File: src/rtl/core/soa_pkg.sv
// Shared types and constants for the oldest-stamp slot allocator.
package soa_pkg;

    localparam int FRAME_W        = 16;  // s_frame_id / m_evicted_frame port width
    localparam int SLOT_W         = 4;   // m_slot port width
    localparam int STAMP_W        = 32;
    localparam int NUM_SLOTS_DEF  = 16;
    localparam int FRAME_BITS_DEF = 16;

    localparam logic [STAMP_W-1:0] STAMP_RESET = STAMP_W'(1);
    localparam logic [STAMP_W-1:0] STAMP_INCR  = STAMP_W'(1);

    typedef enum logic [4:0] {
        ST_IDLE   = 5'b00001,
        ST_SCAN   = 5'b00010,
        ST_DRAIN  = 5'b00100,
        ST_UPDATE = 5'b01000,
        ST_OUT    = 5'b10000
    } soa_state_t;

    // Sequencer controls for the scan unit
    typedef struct packed {
        logic clear;   // new transaction: drop previous search results
        logic sample;  // registered slot read is valid this cycle
    } soa_scan_ctl_t;

endpackage

File: src/rtl/core/soa_scan.sv
// Shared compare unit: one slot per cycle, tracks first tag match and oldest stamp.
module soa_scan #(
    parameter int NUM_SLOTS  = soa_pkg::NUM_SLOTS_DEF,
    parameter int FRAME_BITS = soa_pkg::FRAME_BITS_DEF
) (
    input  logic                          aclk,
    input  logic                          aresetn,
    input  soa_pkg::soa_scan_ctl_t        ctl,
    input  logic [$clog2(NUM_SLOTS)-1:0]  rd_idx,
    input  logic                          rd_vld,
    input  logic [FRAME_BITS-1:0]         rd_tag,
    input  logic [soa_pkg::STAMP_W-1:0]   rd_stamp,
    input  logic [FRAME_BITS-1:0]         key,
    output logic                          found,
    output logic [$clog2(NUM_SLOTS)-1:0]  hit_idx,
    output logic [$clog2(NUM_SLOTS)-1:0]  best_idx,
    output logic                          best_vld,
    output logic [FRAME_BITS-1:0]         best_tag
);
    import soa_pkg::*;

    localparam int IDX_W = $clog2(NUM_SLOTS);

    logic                  found_reg,    found_next;
    logic [IDX_W-1:0]      hit_idx_reg,  hit_idx_next;
    logic [IDX_W-1:0]      best_idx_reg, best_idx_next;
    logic                  best_vld_reg, best_vld_next;
    logic [FRAME_BITS-1:0] best_tag_reg, best_tag_next;
    logic [STAMP_W-1:0]    best_stp_reg, best_stp_next;
    logic [STAMP_W-1:0]    stamp_eff;
    logic                  is_match;

    // unowned slots read as stamp zero
    assign stamp_eff = rd_vld ? rd_stamp : '0;
    assign is_match  = rd_vld && (rd_tag == key);

    always_comb begin
        found_next    = found_reg;
        hit_idx_next  = hit_idx_reg;
        best_idx_next = best_idx_reg;
        best_vld_next = best_vld_reg;
        best_tag_next = best_tag_reg;
        best_stp_next = best_stp_reg;
        priority if (ctl.clear) begin
            found_next = 1'b0;
        end else if (ctl.sample) begin
            if (is_match && !found_reg) begin
                found_next   = 1'b1;
                hit_idx_next = rd_idx;
            end
            // strict less-than keeps the lowest index on ties
            if ((rd_idx == '0) || (stamp_eff < best_stp_reg)) begin
                best_idx_next = rd_idx;
                best_vld_next = rd_vld;
                best_tag_next = rd_tag;
                best_stp_next = stamp_eff;
            end
        end
    end

    always_ff @(posedge aclk) begin
        if (!aresetn) begin
            found_reg <= 1'b0;
        end else begin
            found_reg <= found_next;
        end
        hit_idx_reg  <= hit_idx_next;
        best_idx_reg <= best_idx_next;
        best_vld_reg <= best_vld_next;
        best_tag_reg <= best_tag_next;
        best_stp_reg <= best_stp_next;
    end

    assign found    = found_reg;
    assign hit_idx  = hit_idx_reg;
    assign best_idx = best_idx_reg;
    assign best_vld = best_vld_reg;
    assign best_tag = best_tag_reg;

endmodule

File: src/rtl/core/slot_allocator_oldest_stamp_top.sv
// Top level of the slot allocator with oldest-stamp (FIFO) replacement.
// Usage:
//   s_* channel: one frame identifier per transaction (valid/ready).
//   m_* channel: one result per request: slot, hit, evicted_valid, evicted_frame.
//   A hit returns the owning slot and changes nothing. A miss takes the slot
//   with the smallest allocation stamp (lowest index on ties, so unused slots
//   go first), reports the displaced owner, and stamps the slot with the
//   running 32-bit counter, which then advances and wraps.
// Timing:
//   One slot is read and compared per cycle by a single compare unit. A request
//   passes through the slot scan, a drain state for the last registered read
//   and an update state, which loads the output registers. s_ready is high only
//   while idle, so a new request is accepted only after the previous result
//   has been taken.
// Reset (aresetn low, synchronous): all owner valid bits clear, stamp counter
//   returns to one, no result pending. No clearing pass is needed.
// Stall: a result waits in the output registers until m_ready; no new request
//   is accepted until it is taken.
module slot_allocator_oldest_stamp_top #(
    parameter int NUM_SLOTS  = soa_pkg::NUM_SLOTS_DEF,
    parameter int FRAME_BITS = soa_pkg::FRAME_BITS_DEF
) (
    input  logic                         aclk,
    input  logic                         aresetn,
    input  logic                         s_valid,
    output logic                         s_ready,
    input  logic [soa_pkg::FRAME_W-1:0]  s_frame_id,
    output logic                         m_valid,
    input  logic                         m_ready,
    output logic [soa_pkg::SLOT_W-1:0]   m_slot,
    output logic                         m_hit,
    output logic                         m_evicted_valid,
    output logic [soa_pkg::FRAME_W-1:0]  m_evicted_frame
);
    import soa_pkg::*;

    localparam int IDX_W = $clog2(NUM_SLOTS);
    localparam logic [IDX_W-1:0] LAST_IDX = IDX_W'(NUM_SLOTS - 1);

    // slot storage: tags and stamps in memories, valid bits in flops
    logic [FRAME_BITS-1:0] tag_mem   [NUM_SLOTS];
    logic [STAMP_W-1:0]    stamp_mem [NUM_SLOTS];
    logic [NUM_SLOTS-1:0]  owner_vld_reg, owner_vld_next;

    soa_state_t            state_reg, state_next;
    logic [IDX_W-1:0]      scan_idx_reg, scan_idx_next;
    logic [FRAME_BITS-1:0] key_reg, key_next;
    logic [STAMP_W-1:0]    stamp_cnt_reg, stamp_cnt_next;

    // registered read port
    logic [FRAME_BITS-1:0] rd_tag_reg;
    logic [STAMP_W-1:0]    rd_stamp_reg;
    logic                  rd_vld_reg;
    logic [IDX_W-1:0]      rd_idx_reg;
    logic                  rd_ok_reg;

    // output registers
    logic                  m_valid_reg, m_valid_next;
    logic [IDX_W-1:0]      out_idx_reg, out_idx_next;
    logic                  hit_reg, hit_next;
    logic                  ev_vld_reg, ev_vld_next;
    logic [FRAME_BITS-1:0] ev_tag_reg, ev_tag_next;

    soa_scan_ctl_t         scan_ctl;
    logic                  found;
    logic [IDX_W-1:0]      hit_idx;
    logic [IDX_W-1:0]      best_idx;
    logic                  best_vld;
    logic [FRAME_BITS-1:0] best_tag;

    logic                  do_write;
    logic [FRAME_BITS+FRAME_W-1:0] id_ext;
    logic [FRAME_W+FRAME_BITS-1:0] ev_ext;
    logic [SLOT_W+IDX_W-1:0]       slot_ext;

    // only the low FRAME_BITS of the identifier are significant
    assign id_ext = {{FRAME_BITS{1'b0}}, s_frame_id};

    assign s_ready = (state_reg == ST_IDLE);

    assign scan_ctl.clear  = s_valid && s_ready;
    assign scan_ctl.sample = rd_ok_reg;

    soa_scan #(
        .NUM_SLOTS  (NUM_SLOTS),
        .FRAME_BITS (FRAME_BITS)
    ) u_scan (
        .aclk     (aclk),
        .aresetn  (aresetn),
        .ctl      (scan_ctl),
        .rd_idx   (rd_idx_reg),
        .rd_vld   (rd_vld_reg),
        .rd_tag   (rd_tag_reg),
        .rd_stamp (rd_stamp_reg),
        .key      (key_reg),
        .found    (found),
        .hit_idx  (hit_idx),
        .best_idx (best_idx),
        .best_vld (best_vld),
        .best_tag (best_tag)
    );

    always_comb begin
        state_next     = state_reg;
        scan_idx_next  = scan_idx_reg;
        key_next       = key_reg;
        stamp_cnt_next = stamp_cnt_reg;
        owner_vld_next = owner_vld_reg;
        m_valid_next   = m_valid_reg;
        out_idx_next   = out_idx_reg;
        hit_next       = hit_reg;
        ev_vld_next    = ev_vld_reg;
        ev_tag_next    = ev_tag_reg;
        do_write       = 1'b0;
        unique case (state_reg)
            ST_IDLE: begin
                if (s_valid) begin
                    key_next      = id_ext[FRAME_BITS-1:0];
                    scan_idx_next = '0;
                    state_next    = ST_SCAN;
                end
            end
            ST_SCAN: begin
                if (scan_idx_reg == LAST_IDX) begin
                    state_next = ST_DRAIN;
                end else begin
                    scan_idx_next = scan_idx_reg + IDX_W'(1);
                end
            end
            ST_DRAIN: begin
                state_next = ST_UPDATE;
            end
            ST_UPDATE: begin
                if (found) begin
                    out_idx_next = hit_idx;
                    hit_next     = 1'b1;
                    ev_vld_next  = 1'b0;
                    ev_tag_next  = '0;
                end else begin
                    out_idx_next   = best_idx;
                    hit_next       = 1'b0;
                    ev_vld_next    = best_vld;
                    ev_tag_next    = best_vld ? best_tag : '0;
                    do_write       = 1'b1;
                    owner_vld_next[best_idx] = 1'b1;
                    stamp_cnt_next = stamp_cnt_reg + STAMP_INCR;
                end
                m_valid_next = 1'b1;
                state_next   = ST_OUT;
            end
            ST_OUT: begin
                if (m_ready) begin
                    m_valid_next = 1'b0;
                    state_next   = ST_IDLE;
                end
            end
            default: begin
                state_next = ST_IDLE;
            end
        endcase
    end

    always_ff @(posedge aclk) begin
        if (!aresetn) begin
            state_reg     <= ST_IDLE;
            owner_vld_reg <= '0;
            stamp_cnt_reg <= STAMP_RESET;
            m_valid_reg   <= 1'b0;
            rd_ok_reg     <= 1'b0;
        end else begin
            state_reg     <= state_next;
            owner_vld_reg <= owner_vld_next;
            stamp_cnt_reg <= stamp_cnt_next;
            m_valid_reg   <= m_valid_next;
            rd_ok_reg     <= (state_reg == ST_SCAN);
        end
        scan_idx_reg <= scan_idx_next;
        key_reg      <= key_next;
        out_idx_reg  <= out_idx_next;
        hit_reg      <= hit_next;
        ev_vld_reg   <= ev_vld_next;
        ev_tag_reg   <= ev_tag_next;
    end

    // memory read port: one slot per scan cycle
    always_ff @(posedge aclk) begin
        rd_tag_reg   <= tag_mem[scan_idx_reg];
        rd_stamp_reg <= stamp_mem[scan_idx_reg];
        rd_vld_reg   <= owner_vld_reg[scan_idx_reg];
        rd_idx_reg   <= scan_idx_reg;
    end

    // memory write port: new owner on a miss
    always_ff @(posedge aclk) begin
        if (do_write) begin
            tag_mem[best_idx]   <= key_reg;
            stamp_mem[best_idx] <= stamp_cnt_reg;
        end
    end

    assign slot_ext = {{SLOT_W{1'b0}}, out_idx_reg};
    assign ev_ext   = {{FRAME_W{1'b0}}, ev_tag_reg};

    assign m_valid         = m_valid_reg;
    assign m_slot          = slot_ext[SLOT_W-1:0];
    assign m_hit           = hit_reg;
    assign m_evicted_valid = ev_vld_reg;
    assign m_evicted_frame = ev_ext[FRAME_W-1:0];

endmodule

File: config.mk
export PLATFORM = sky130hd
export DESIGN_NAME = slot_allocator_oldest_stamp_top
export DESIGN_NICKNAME = d
export VERILOG_FILES = /design/src/rtl/core/soa_pkg.sv /design/src/rtl/core/soa_scan.sv /design/src/rtl/core/slot_allocator_oldest_stamp_top.sv
export SDC_FILE = /design/constraint.sdc
export NUM_CORES = 1
export LEC_CHECK = 0
export BUFFER_PORTS_ARGS = -buffer_cell sky130_fd_sc_hd__buf_2
export CAP_MARGIN = 5
export CORE_AREA = 2 2 256 258
export DETAILED_ROUTE_END_ITERATION = 6
export DIE_AREA = 0 0 258 260
export GPL_TIMING_DRIVEN = 1
export PLACE_DENSITY = 0.73
export SETUP_SLACK_MARGIN = 0.2
export SLEW_MARGIN = 40
export SYNTH_ARGS = -nofsm -noshare
export SYNTH_HDL_FRONTEND = slang
export SYNTH_SLANG_ARGS = --single-unit
File: constraint.sdc
create_clock -name aclk -period 10.3 [get_ports aclk]
set_input_delay 2.06 -clock aclk [delete_from_list [all_inputs] [get_ports aclk]]
set_output_delay 2.06 -clock aclk [all_outputs]
set_load 0.02 [all_outputs]
==> impl_metrics.env, run 1 <==
export IMPL_finalCritPeriodShare_pct=35.6
export IMPL_rr_worst_depth=5
export IMPL_clock_sinks=976
export IMPL_end_kind="output port"
export IMPL_hp_class="reg -> reg"
export IMPL_fin_crit_ns=3.67
export IMPL_fillers=4083
export IMPL_yosys_top_cells_area="edfxtp_1 71%, mux4_2 15%, dfxtp_1 5.9%, ha_1 1.1%, and2_1 1.1%"
export IMPL_place_ws_ns=6.24
export IMPL_p_per_area_nw_per_um2=198
export IMPL_fp_dieArea_sq_um=67100
export IMPL_clk_latency_ns=0.65
export IMPL_fp_dieH_um=260
export IMPL_clkTransAtPathRegs_ns=0.06
export IMPL_synth_cells=1707
export IMPL_vias_per_cell=6.23
export IMPL_yosys_most_used_dff="edfxtp_1"
export IMPL_setup_violations=0
export IMPL_async_flop_share_pct=0
export IMPL_path_class="reg -> out"
export IMPL_fmax_mhz=273
export IMPL_wl_per_cell_um=28.2
export IMPL_diodes=0
export IMPL_hold_start="rd_tag_reg[4]"
export IMPL_crit_arrival_ns=1.61
export IMPL_std_cell_rows=93
export IMPL_largest_registers="stamp_mem: 512 flops, tag_mem: 256 flops"
export IMPL_ff_latch_area_sq_um=28200
export IMPL_yosysMostFrequentCell="edfxtp_1"
export IMPL_synth_area_sq_um=36900
export IMPL_coreArea_sq_um=64100
export IMPL_die_w_um=258
export IMPL_synthTopCellsByCount="867 x edfxtp_1, 245 x mux4_2, 109 x dfxtp_1, 65 x and2_1, 41 x nand2_1"
export IMPL_cp_depth=4
export IMPL_largest_register="stamp_mem"
export IMPL_status="completed"
export IMPL_multi_input_area_sq_um=8200
export IMPL_grt_overflow=0
export IMPL_largest_register_ffs=512
export IMPL_leakage_nw=13.6
export IMPL_drt_total_wl_um=77500
export IMPL_numCtsBuffers=94
export IMPL_first_pass_iters=7
export IMPL_combPwrFrac_pct=4.7
export IMPL_dp_hpwl_um=38700
export IMPL_worst_pin_slew_ns=0.816
export IMPL_p_seq_share_pct=53.6
export IMPL_synth_top_area_share_pct=70.6
export IMPL_grt_pass1_wl_um=114000
export IMPL_ir_worst_vdd_mv=0.164
export IMPL_internal_power_w=0.00650
export IMPL_cp_max_fo=7
export IMPL_syn_to_final_growth_pct=12.3
export IMPL_synth_seq_cells=976
export IMPL_root_buffer="clkbuf_16"
export IMPL_relSlewSlack_pct=45.3
export IMPL_rsz0062_at_grt="no"
export IMPL_crit_family="flip-flops"
export IMPL_vias=17100
export IMPL_critPathRequiredTime_ns=8.24
export IMPL_synth_warnings=0
export IMPL_track_usage_pct=23.5
export IMPL_p_switching_w=0.00168
export IMPL_cp_buffers_inverters=2
export IMPL_ant_nets=0
export IMPL_rr_startpoint="state_reg[0]"
export IMPL_cts_hold_buf=0
export IMPL_slew_violations=0
export IMPL_cts_resized=0
export IMPL_start_util_pct=57.5
export IMPL_start_kind="register"
export IMPL_grt_max_degree=78
export IMPL_syn_num_nets=1760
export IMPL_finClkSkew_ns=0.0200
export IMPL_synth_seq_area_share_pct=76.6
export IMPL_h_tree_depth=3
export IMPL_synth_edf_count=867
export IMPL_slowest_delay_ns=0.37
export IMPL_pwr_share_clk_pct=41.8
export IMPL_drive_gt1_share_pct=26.3
export IMPL_cts_tree="done"
export IMPL_drtIter0Drc=1872
export IMPL_cts_buffer_depth=3
export IMPL_grt_pass1_vias=17400
export IMPL_gp_congestion=0.779
export IMPL_final_hold_viol_count=0
export IMPL_synth_distinct_cells=50
export IMPL_port_buffers=43
export IMPL_timing_critical_path_from="state_reg[1]"
export IMPL_avgSynthCellArea_sq_um=21.6
export IMPL_swShare_pct=20.5
export IMPL_synth_top_cell_by_area="edfxtp_1"
export IMPL_nNetsFinal=1869
export IMPL_antenna_found_initial=1
export IMPL_cts_setup_buffers=0
export IMPL_setup_tns_ns=0
export IMPL_post_route_drc_count=0
export IMPL_holdPathStages=0
export IMPL_path_cells="nor2_1, nand3_1, inv_1, buf_2"
export IMPL_drv_cap=0
export IMPL_finalWorstSetupSlack_ns=6.63
export IMPL_slowest_stage="dfxtp_1"
export IMPL_num_io_pins=44
[cell type report]
type	count	share of cell area, %
clock buffer	122	6.01
clock inverter	55	1.41
inverter	39	0.354
multi-input combinational	617	19.8
sequential	976	68.2
tap	855	2.58
timing repair buffer	88	1.64
[stage by stage]
step	cell area [sq um]	cells	power, W	hold WS (ns)	util [%]
final	41400	2752	0.00818	0.456	64.6
after global routing	41400	2752	0.00840	0.467	64.6
after CTS	41400	2752	0.00823	0.455	64.5
after detailed placement	38300	2575	0.00485	0.439	59.8
after global placement	38100	2569	0.00484	0.440	59.5
after floorplan	36900	1707	0.00474	0.343	-
[power groups by stage]
stage / logic (W) / clock network (W) / registers (W)
after floorplan: 0.000306 / 0 / 0.00444
after global placement: 0.000378 / 0 / 0.00446
after detailed placement: 0.000385 / 0 / 0.00446
after CTS: 0.000387 / 0.00347 / 0.00438
after global routing: 0.000406 / 0.00361 / 0.00438
final: 0.000381 / 0.00342 / 0.00438
[layout by cell type (no fill, tap or decap), types with 16 or more instances in the layout]
cell type  instances
clkbuf_16         94
mux4_2           245
edfxtp_1         867
inv_1             37
nand3_1           20
buf_2             43
clkbuf_1          25
dfxtp_1          109
nand2_1           41
ha_1              33
nand2b_1          16
and2_1            65
xnor2_1           19
buf_4             27
o21a_1            17
clkinv_2          18
[path summary, 6_finish.rpt]
| check | end | slack [ns] |
|---|---|---|
| worst min-delay path | u_scan.best_tag[4] | 0.46 |
| worst max-delay path | s_ready | 6.63 |
| worst max register to register | stamp_mem[5][23] | 6.80 |
| worst min register to register | u_scan.best_tag[4] | 0.46 |
[layer usage]
| metal | vias up | track usage [%] | part of all wire [%] |
|---|---|---|---|
| li1 | 7188 | - | - |
| met1 | 9109 | 34.2 | 41 |
| met2 | 725 | 37.7 | 49 |
| met3 | 124 | 3.93 | 7.7 |
| met4 | 2 | 6.25 | 2.1 |
| met5 | - | 0 | 0.015 |
[cells by family (layout without fill, tap and decap cells)]
group | count (synthesis) | in the layout | share of synthesized area, %
multiplexers | 262 | 262 | 15.4
buffers and inverters | 114 | 304 | 1.52
AO/OA/AOI/OAI | 60 | 60 | 1.05
adder cells (fa/ha/maj) | 33 | 33 | 1.12
AND/OR/NAND/NOR | 229 | 229 | 3.51
flip-flops | 976 | 976 | 76.6
XOR/XNOR | 33 | 33 | 0.784
[worst reg2reg max path, cell delays in order (launching register included)]
cell and delay, ns:
dfxtp_1 0.38, nor4_2 0.53, and2_1 0.43, nand3b_1 0.30, nor2_4 0.67, buf_4 0.79
No activity file was read; power rests on OpenSTA's default activity.
==> run 2: changes to the inputs <==
--- a/config.mk
+++ b/config.mk
@@ -7,11 +7,11 @@
 export LEC_CHECK = 0
 export BUFFER_PORTS_ARGS = -buffer_cell sky130_fd_sc_hd__buf_2
 export CAP_MARGIN = 5
-export CORE_AREA = 2 2 256 258
+export CORE_AREA = 2 2 260 262
 export DETAILED_ROUTE_END_ITERATION = 6
-export DIE_AREA = 0 0 258 260
+export DIE_AREA = 0 0 262 264
 export GPL_TIMING_DRIVEN = 1
-export PLACE_DENSITY = 0.73
+export PLACE_DENSITY = 0.74
 export SETUP_SLACK_MARGIN = 0.2
 export SLEW_MARGIN = 40
 export SYNTH_ARGS = -nofsm -noshare
==> constraint.sdc (replaced) <==
create_clock -name aclk -period 3.3 [get_ports aclk]
set_input_delay 0.66 -clock aclk [delete_from_list [all_inputs] [get_ports aclk]]
set_output_delay 0.66 -clock aclk [all_outputs]
set_load 0.02 [all_outputs]
==> run 2 against run 1 <==
Net effect: hold slack got worse by 0.28 ns; worst setup slack lost 6.1 ns; combinational power rose to 3.4 times the previous value; largest power group unchanged; via count is 1.7% higher; die area grew 3.1%; sequential share of layout area shrank 0.91 points; sequential power grew to 3.1 times the previous value; clock-buffer cell count rose by 2; clock power increased to 3.2 times the previous value; sequential cell count stayed put.
==> impl_metrics.env, run 2 (synthesis gave the netlist of run 1 again) <==
export IMPL_clk_latency_ns=0.66
export IMPL_setup_tns_ns=0
export IMPL_slew_violations=0
export IMPL_crit_arrival_ns=3.08
export IMPL_grt_pass1_wl_um=118000
export IMPL_numCtsBuffers=93
export IMPL_wl_met3_um=6660
export IMPL_whs_ns=0.177
export IMPL_fin_crit_ns=2.81
export IMPL_diodes=0
export IMPL_design_area_sq_um=42000
export IMPL_highest_layer="met4"
export IMPL_gp_congestion=0.798
export IMPL_ff_latch_area_sq_um=28200
export IMPL_fp_dieH_um=264
export IMPL_start_util_pct=55.4
export IMPL_leakage_nw=13.9
export IMPL_fmax_mhz=356
export IMPL_setup_violations=0
export IMPL_worst_pin_slew_ns=0.840
export IMPL_largest_registers="stamp_mem: 512 flops, tag_mem: 256 flops"
export IMPL_critPathRequiredTime_ns=3.57
export IMPL_final_hold_viol_count=0
export IMPL_track_usage_pct=23.6
export IMPL_fillers=4285
export IMPL_status="completed"
export IMPL_vias=17400
export IMPL_grt_pass1_vias=18000
export IMPL_fp_dieArea_sq_um=69200
export IMPL_syn_to_final_growth_pct=13.8
export IMPL_post_route_drc_count=0
export IMPL_rsz0062_at_grt="no"
export IMPL_largest_register="stamp_mem"
export IMPL_wl_per_cell_um=28.3
export IMPL_cts_tree="done"
export IMPL_nNetsFinal=1892
export IMPL_end_kind="register"
export IMPL_antenna_found_initial=5
export IMPL_h_tree_depth=3
export IMPL_hp_class="in -> reg"
export IMPL_dr_wl_met2_um=38500
export IMPL_drtIter0Drc=1727
export IMPL_cts_resized=0
export IMPL_relSlewSlack_pct=43.5
export IMPL_num_io_pins=44
export IMPL_placed_area_sq_um=38700
export IMPL_ir_worst_vdd_mv=0.389
export IMPL_wl_met1_um=31900
export IMPL_grt_overflow=0
export IMPL_r2r_slack_ns=0.49
export IMPL_std_cell_rows=95
export IMPL_start_kind="register"
export IMPL_die_w_um=262
export IMPL_clock_sinks=976
export IMPL_drv_cap=0
export IMPL_first_pass_iters=5
export IMPL_cts_setup_buffers=0
export IMPL_p_per_area_nw_per_um2=622
export IMPL_port_buffers=43
export IMPL_multi_input_area_sq_um=8230
export IMPL_coreArea_sq_um=66600
export IMPL_final_cell_mix="867 x edfxtp_1, 245 x mux4_2, 109 x dfxtp_1"
export IMPL_root_buffer="clkbuf_16"
export IMPL_cts_buffer_depth=3
export IMPL_path_class="reg -> reg"
export IMPL_vias_per_cell=6.24
export IMPL_grt_max_degree=61
export IMPL_cp_max_fo=31
export IMPL_finClkSkew_ns=0.0300
export IMPL_post_route_util_pct=63.0
export IMPL_clkTransAtPathRegs_ns=0.06
export IMPL_cts_hold_buf=0
export IMPL_ant_nets=0
export IMPL_drt_total_wl_um=79000
export IMPL_largest_register_ffs=512
export IMPL_dp_hpwl_um=43700
export IMPL_final_common_cell="edfxtp_1"
export IMPL_finalCritPeriodShare_pct=85.2
export IMPL_drive_gt1_share_pct=27.7
-- run 2: changes by cell type in the layout (fill, tap and decap cells not counted), sizes merged --
cell / delta
buf: +25
bufinv: +3
clkinvlp: -1
inv: -3
clkinv: -3
clkbuf: +1
-- run 2: per-stage QoR --
step / cells / power, W / setup slack, ns
floorplan: 1707 / 0.0148 / -0.372
global placement: 2616 / 0.0153 / 0.664
detailed placement: 2616 / 0.0153 / 0.595
CTS: 2791 / 0.0263 / 0.517
global route: 2792 / 0.0268 / 0.351
finish: 2792 / 0.0261 / 0.490
-- run 2: cell type report --
type                       instances  area share [%]
sequential                       976            67.3
multi-input combinational        617            19.6
clock buffer                     124            6.11
tap                              873            2.60
timing repair buffer             112            2.47
clock inverter                    51            1.58
inverter                          39           0.349
-- run 2: worst max-delay path, cell delays in order, from the launching register on --
cell and delay [ns]:
dfxtp_1 0.38, nor4_2 0.48, and2_1 0.33, nand3_1 0.36, nor3b_4 0.33, buf_4 0.51
-- run 2: power breakdown --
group	internal, W	switching (W)
sequential	0.0135	0.000196
combinational	0.000670	0.000644
clock	0.00652	0.00455
-- run 2: worst paths after layout --
| path | endpoint | startpoint | cells after the start |
|---|---|---|---|
| min reg2reg | u_scan.best_tag[2] | rd_tag_reg[2] | 0 |
| max | stamp_mem[11][11] | state_reg[0] | 5 |
| max reg2reg | stamp_mem[11][11] | state_reg[0] | 5 |
| min | key_reg[9] | s_frame_id[9] | 1 |
-- run 2: layer usage --
metal  vias to the layer above  GRT usage, %
li1                       7246             -
met1                      9225          34.2
met3                       145          4.15
met4                         0          7.41
met5                         -             0
met2                       819          37.1
==> run 3: changes to the inputs <==
--- a/config.mk
+++ b/config.mk
@@ -5,13 +5,14 @@
 export SDC_FILE = /design/constraint.sdc
 export NUM_CORES = 1
 export LEC_CHECK = 0
+export ABC_AREA = 1
 export BUFFER_PORTS_ARGS = -buffer_cell sky130_fd_sc_hd__buf_2
 export CAP_MARGIN = 5
-export CORE_AREA = 2 2 260 262
+export CORE_AREA = 2 2 302 229
 export DETAILED_ROUTE_END_ITERATION = 6
-export DIE_AREA = 0 0 262 264
+export DIE_AREA = 0 0 304 231
 export GPL_TIMING_DRIVEN = 1
-export PLACE_DENSITY = 0.74
+export PLACE_DENSITY = 0.76
 export SETUP_SLACK_MARGIN = 0.2
 export SLEW_MARGIN = 40
 export SYNTH_ARGS = -nofsm -noshare
==> run 3 against run 2 <==
Net effect: the flow now finishes with violations (DRC); design area rose by 1.4%; synthesized cell count up 68%; clock-buffer cell count grew 5; non-clock buffer count shrank 1; critical path type unchanged; largest cell class unchanged; largest power group unchanged.
==> impl_metrics.env, run 3 <==
export IMPL_busiest_layer="met2"
export IMPL_wl_per_cell_um=23.7
export IMPL_start_kind="register"
export IMPL_path_cells="buf_4, nand2_1, inv_1, ha_1, a21oi_1, nor2_1, nor3_1, o21ai_0, a21oi_1, nand2_1, a21oi_4, buf_4"
export IMPL_synth_top_cell_by_area="edfxtp_1"
export IMPL_ir_worst_vdd_mv=0.529
export IMPL_path_class="reg -> reg"
export IMPL_vias_per_cell=6.19
export IMPL_synth_area_sq_um=38100
export IMPL_first_pass_iters=7
export IMPL_fp_dieArea_sq_um=70200
export IMPL_fillers=4816
export IMPL_post_route_util_pct=62.9
export IMPL_finClkSkew_ns=0.0190
export IMPL_track_usage_pct=26.0
export IMPL_numCtsBuffers=91
export IMPL_largest_register_ffs=512
export IMPL_gp_congestion=0.855
export IMPL_slew_violations=0
export IMPL_synth_distinct_cells=43
export IMPL_setup_violations=0
export IMPL_clk_latency_ns=0.65
export IMPL_cts_tree="done"
export IMPL_status="finished with violations"
export IMPL_critPathRequiredTime_ns=3.59
export IMPL_cts_buffer_depth=3
export IMPL_synth_edf_count=867
export IMPL_grt_pass1_wl_um=138000
export IMPL_port_buffers=43
export IMPL_vias=24000
export IMPL_finalWorstSetupSlack_ns=0.606
export IMPL_yosys_top_cells_area="edfxtp_1 68%, dfxtp_1 5.7%, nor2_1 5.4%, o32ai_1 2.7%, o21ai_0 2.7%"
export IMPL_grt_overflow=0
export IMPL_nNetsFinal=2965
export IMPL_cts_setup_buffers=0
export IMPL_grtUsageMet1_pct=38.8
export IMPL_largest_registers="stamp_mem: 512 flops, tag_mem: 256 flops"
export IMPL_hp_class="in -> reg"
export IMPL_fp_dieH_um=231
export IMPL_synth_warnings=0
export IMPL_slowest_delay_ns=0.37
export IMPL_place_ws_ns=0.602
export IMPL_drive_gt1_share_pct=9.40
export IMPL_syn_num_nets=2922
export IMPL_diodes=0
export IMPL_cp_max_fo=34
export IMPL_fin_crit_ns=2.69
export IMPL_synth_cells=2869
export IMPL_ant_nets=0
export IMPL_start_util_pct=56.3
export IMPL_synth_top_area_share_pct=68.4
export IMPL_h_tree_depth=3
export IMPL_largest_register="stamp_mem"
export IMPL_rsz0062_at_grt="no"
export IMPL_coreArea_sq_um=67600
export IMPL_synthTopCellsByCount="867 x edfxtp_1, 546 x nor2_1, 269 x nand2_1, 208 x o21ai_0, 141 x inv_1"
export IMPL_drt_total_wl_um=91900
export IMPL_finalCritPeriodShare_pct=81.6
export IMPL_worst_pin_slew_ns=0.873
export IMPL_clkTransAtPathRegs_ns=0.07
export IMPL_root_buffer="clkbuf_16"
export IMPL_violations="DRC"
export IMPL_clock_sinks=976
export IMPL_final_hold_viol_count=0
export IMPL_std_cell_rows=83
export IMPL_final_cell_mix="867 x edfxtp_1, 533 x nor2_1, 269 x nand2_1"
export IMPL_antenna_found_initial=4
export IMPL_fmax_mhz=371
export IMPL_use_met2_pct=39.5
export IMPL_cts_hold_buf=0
export IMPL_post_route_drc_count=1
export IMPL_cp_buffers_inverters=3
export IMPL_setup_tns_ns=0
export IMPL_num_io_pins=44
export IMPL_relSlewSlack_pct=41.7
export IMPL_slowest_stage="buf_4"
export IMPL_p_per_area_nw_per_um2=665
export IMPL_syn_to_final_growth_pct=11.7
export IMPL_synth_seq_area_share_pct=74.1
export IMPL_drtIter0Drc=3427
export IMPL_end_kind="register"
export IMPL_grt_max_degree=158
export IMPL_leakage_nw=14.5
export IMPL_die_w_um=304
export IMPL_async_flop_share_pct=0
export IMPL_crit_family="buffers and inverters"
export IMPL_dp_hpwl_um=50500
export IMPL_use_met3_pct=4.80
export IMPL_synth_seq_cells=976
export IMPL_grt_pass1_vias=22900
export IMPL_cts_resized=0
export IMPL_whs_ns=0.183
export IMPL_crit_arrival_ns=2.99
export IMPL_avgSynthCellArea_sq_um=13.3
export IMPL_power_w=0.0283
export IMPL_drv_cap=0
export IMPL_yosysMostFrequentCell="edfxtp_1"
export IMPL_yosys_most_used_dff="edfxtp_1"
export IMPL_final_common_cell="edfxtp_1"
[run 3: changes by cell type in the layout (fill, tap and decap cells not counted), sizes merged, moves of 63 or more]
cell / change
o21ai: +200
inv: +103
o221ai: +75
nand3: +78
o32ai: +119
and2: -65
nor2: +531
mux4: -245
nand2: +228
mux2i: +63
[run 3: cell type report]
type | instances | area, sq um | share of cell area, %
clock buffers | 129 | 2640 | 6.20
clock inverters | 42 | 388 | 0.912
inverters | 144 | 548 | 1.29
multi-input cells | 1588 | 8660 | 20.4
flip-flops and latches | 976 | 28200 | 66.3
well taps | 892 | 1120 | 2.62
repair buffers | 111 | 976 | 2.29
[run 3: path summary, 6_finish.rpt]
path | from | endpoint | slack, ns | depth (start not counted)
setup / recovery | rd_vld_reg | u_scan.best_vld | 0.61 | 12
hold / removal | s_frame_id[7] | key_reg[7] | 0.18 | 1
setup reg to reg | rd_vld_reg | u_scan.best_vld | 0.61 | 12
hold reg to reg | rd_tag_reg[15] | u_scan.best_tag[15] | 0.44 | 0
[run 3: power breakdown]
group	internal, W	switching (W)	leakage [nW]
logic	0.00111	0.00241	4.37
clock network	0.00600	0.00452	1.47
registers	0.0139	0.000416	8.63
[run 3: cells by family (layout without fill, tap and decap cells)]
logic type               count (synthesis)  after routing  synth area share (%)
AO/OA/AOI/OAI                          493            493                  8.66
XOR/XNOR                                22             22                 0.506
adder cells (fa/ha/maj)                 33             33                  1.08
buffers and inverters                  305            426                  3.47
flip-flops                             976            976                  74.1
multiplexers                            76             76                  2.00
AND/OR/NAND/NOR                        964            964                  10.2
[run 3: through the flow]
step           instance area (sq um)  instances
5_1_grt                        42500       3882
3_5_place_dp                   39500       3711
2_1_floorplan                  38100       2869
3_3_place_gp                   39500       3711
6_report                       42500       3882
4_1_cts                        42500       3882
[run 3: routing by layer]
layer	share of wire (%)	wire length, um
met5	0.014	13
met4	2.4	2250
met3	11	9660
met2	45	41000
met1	42	39000
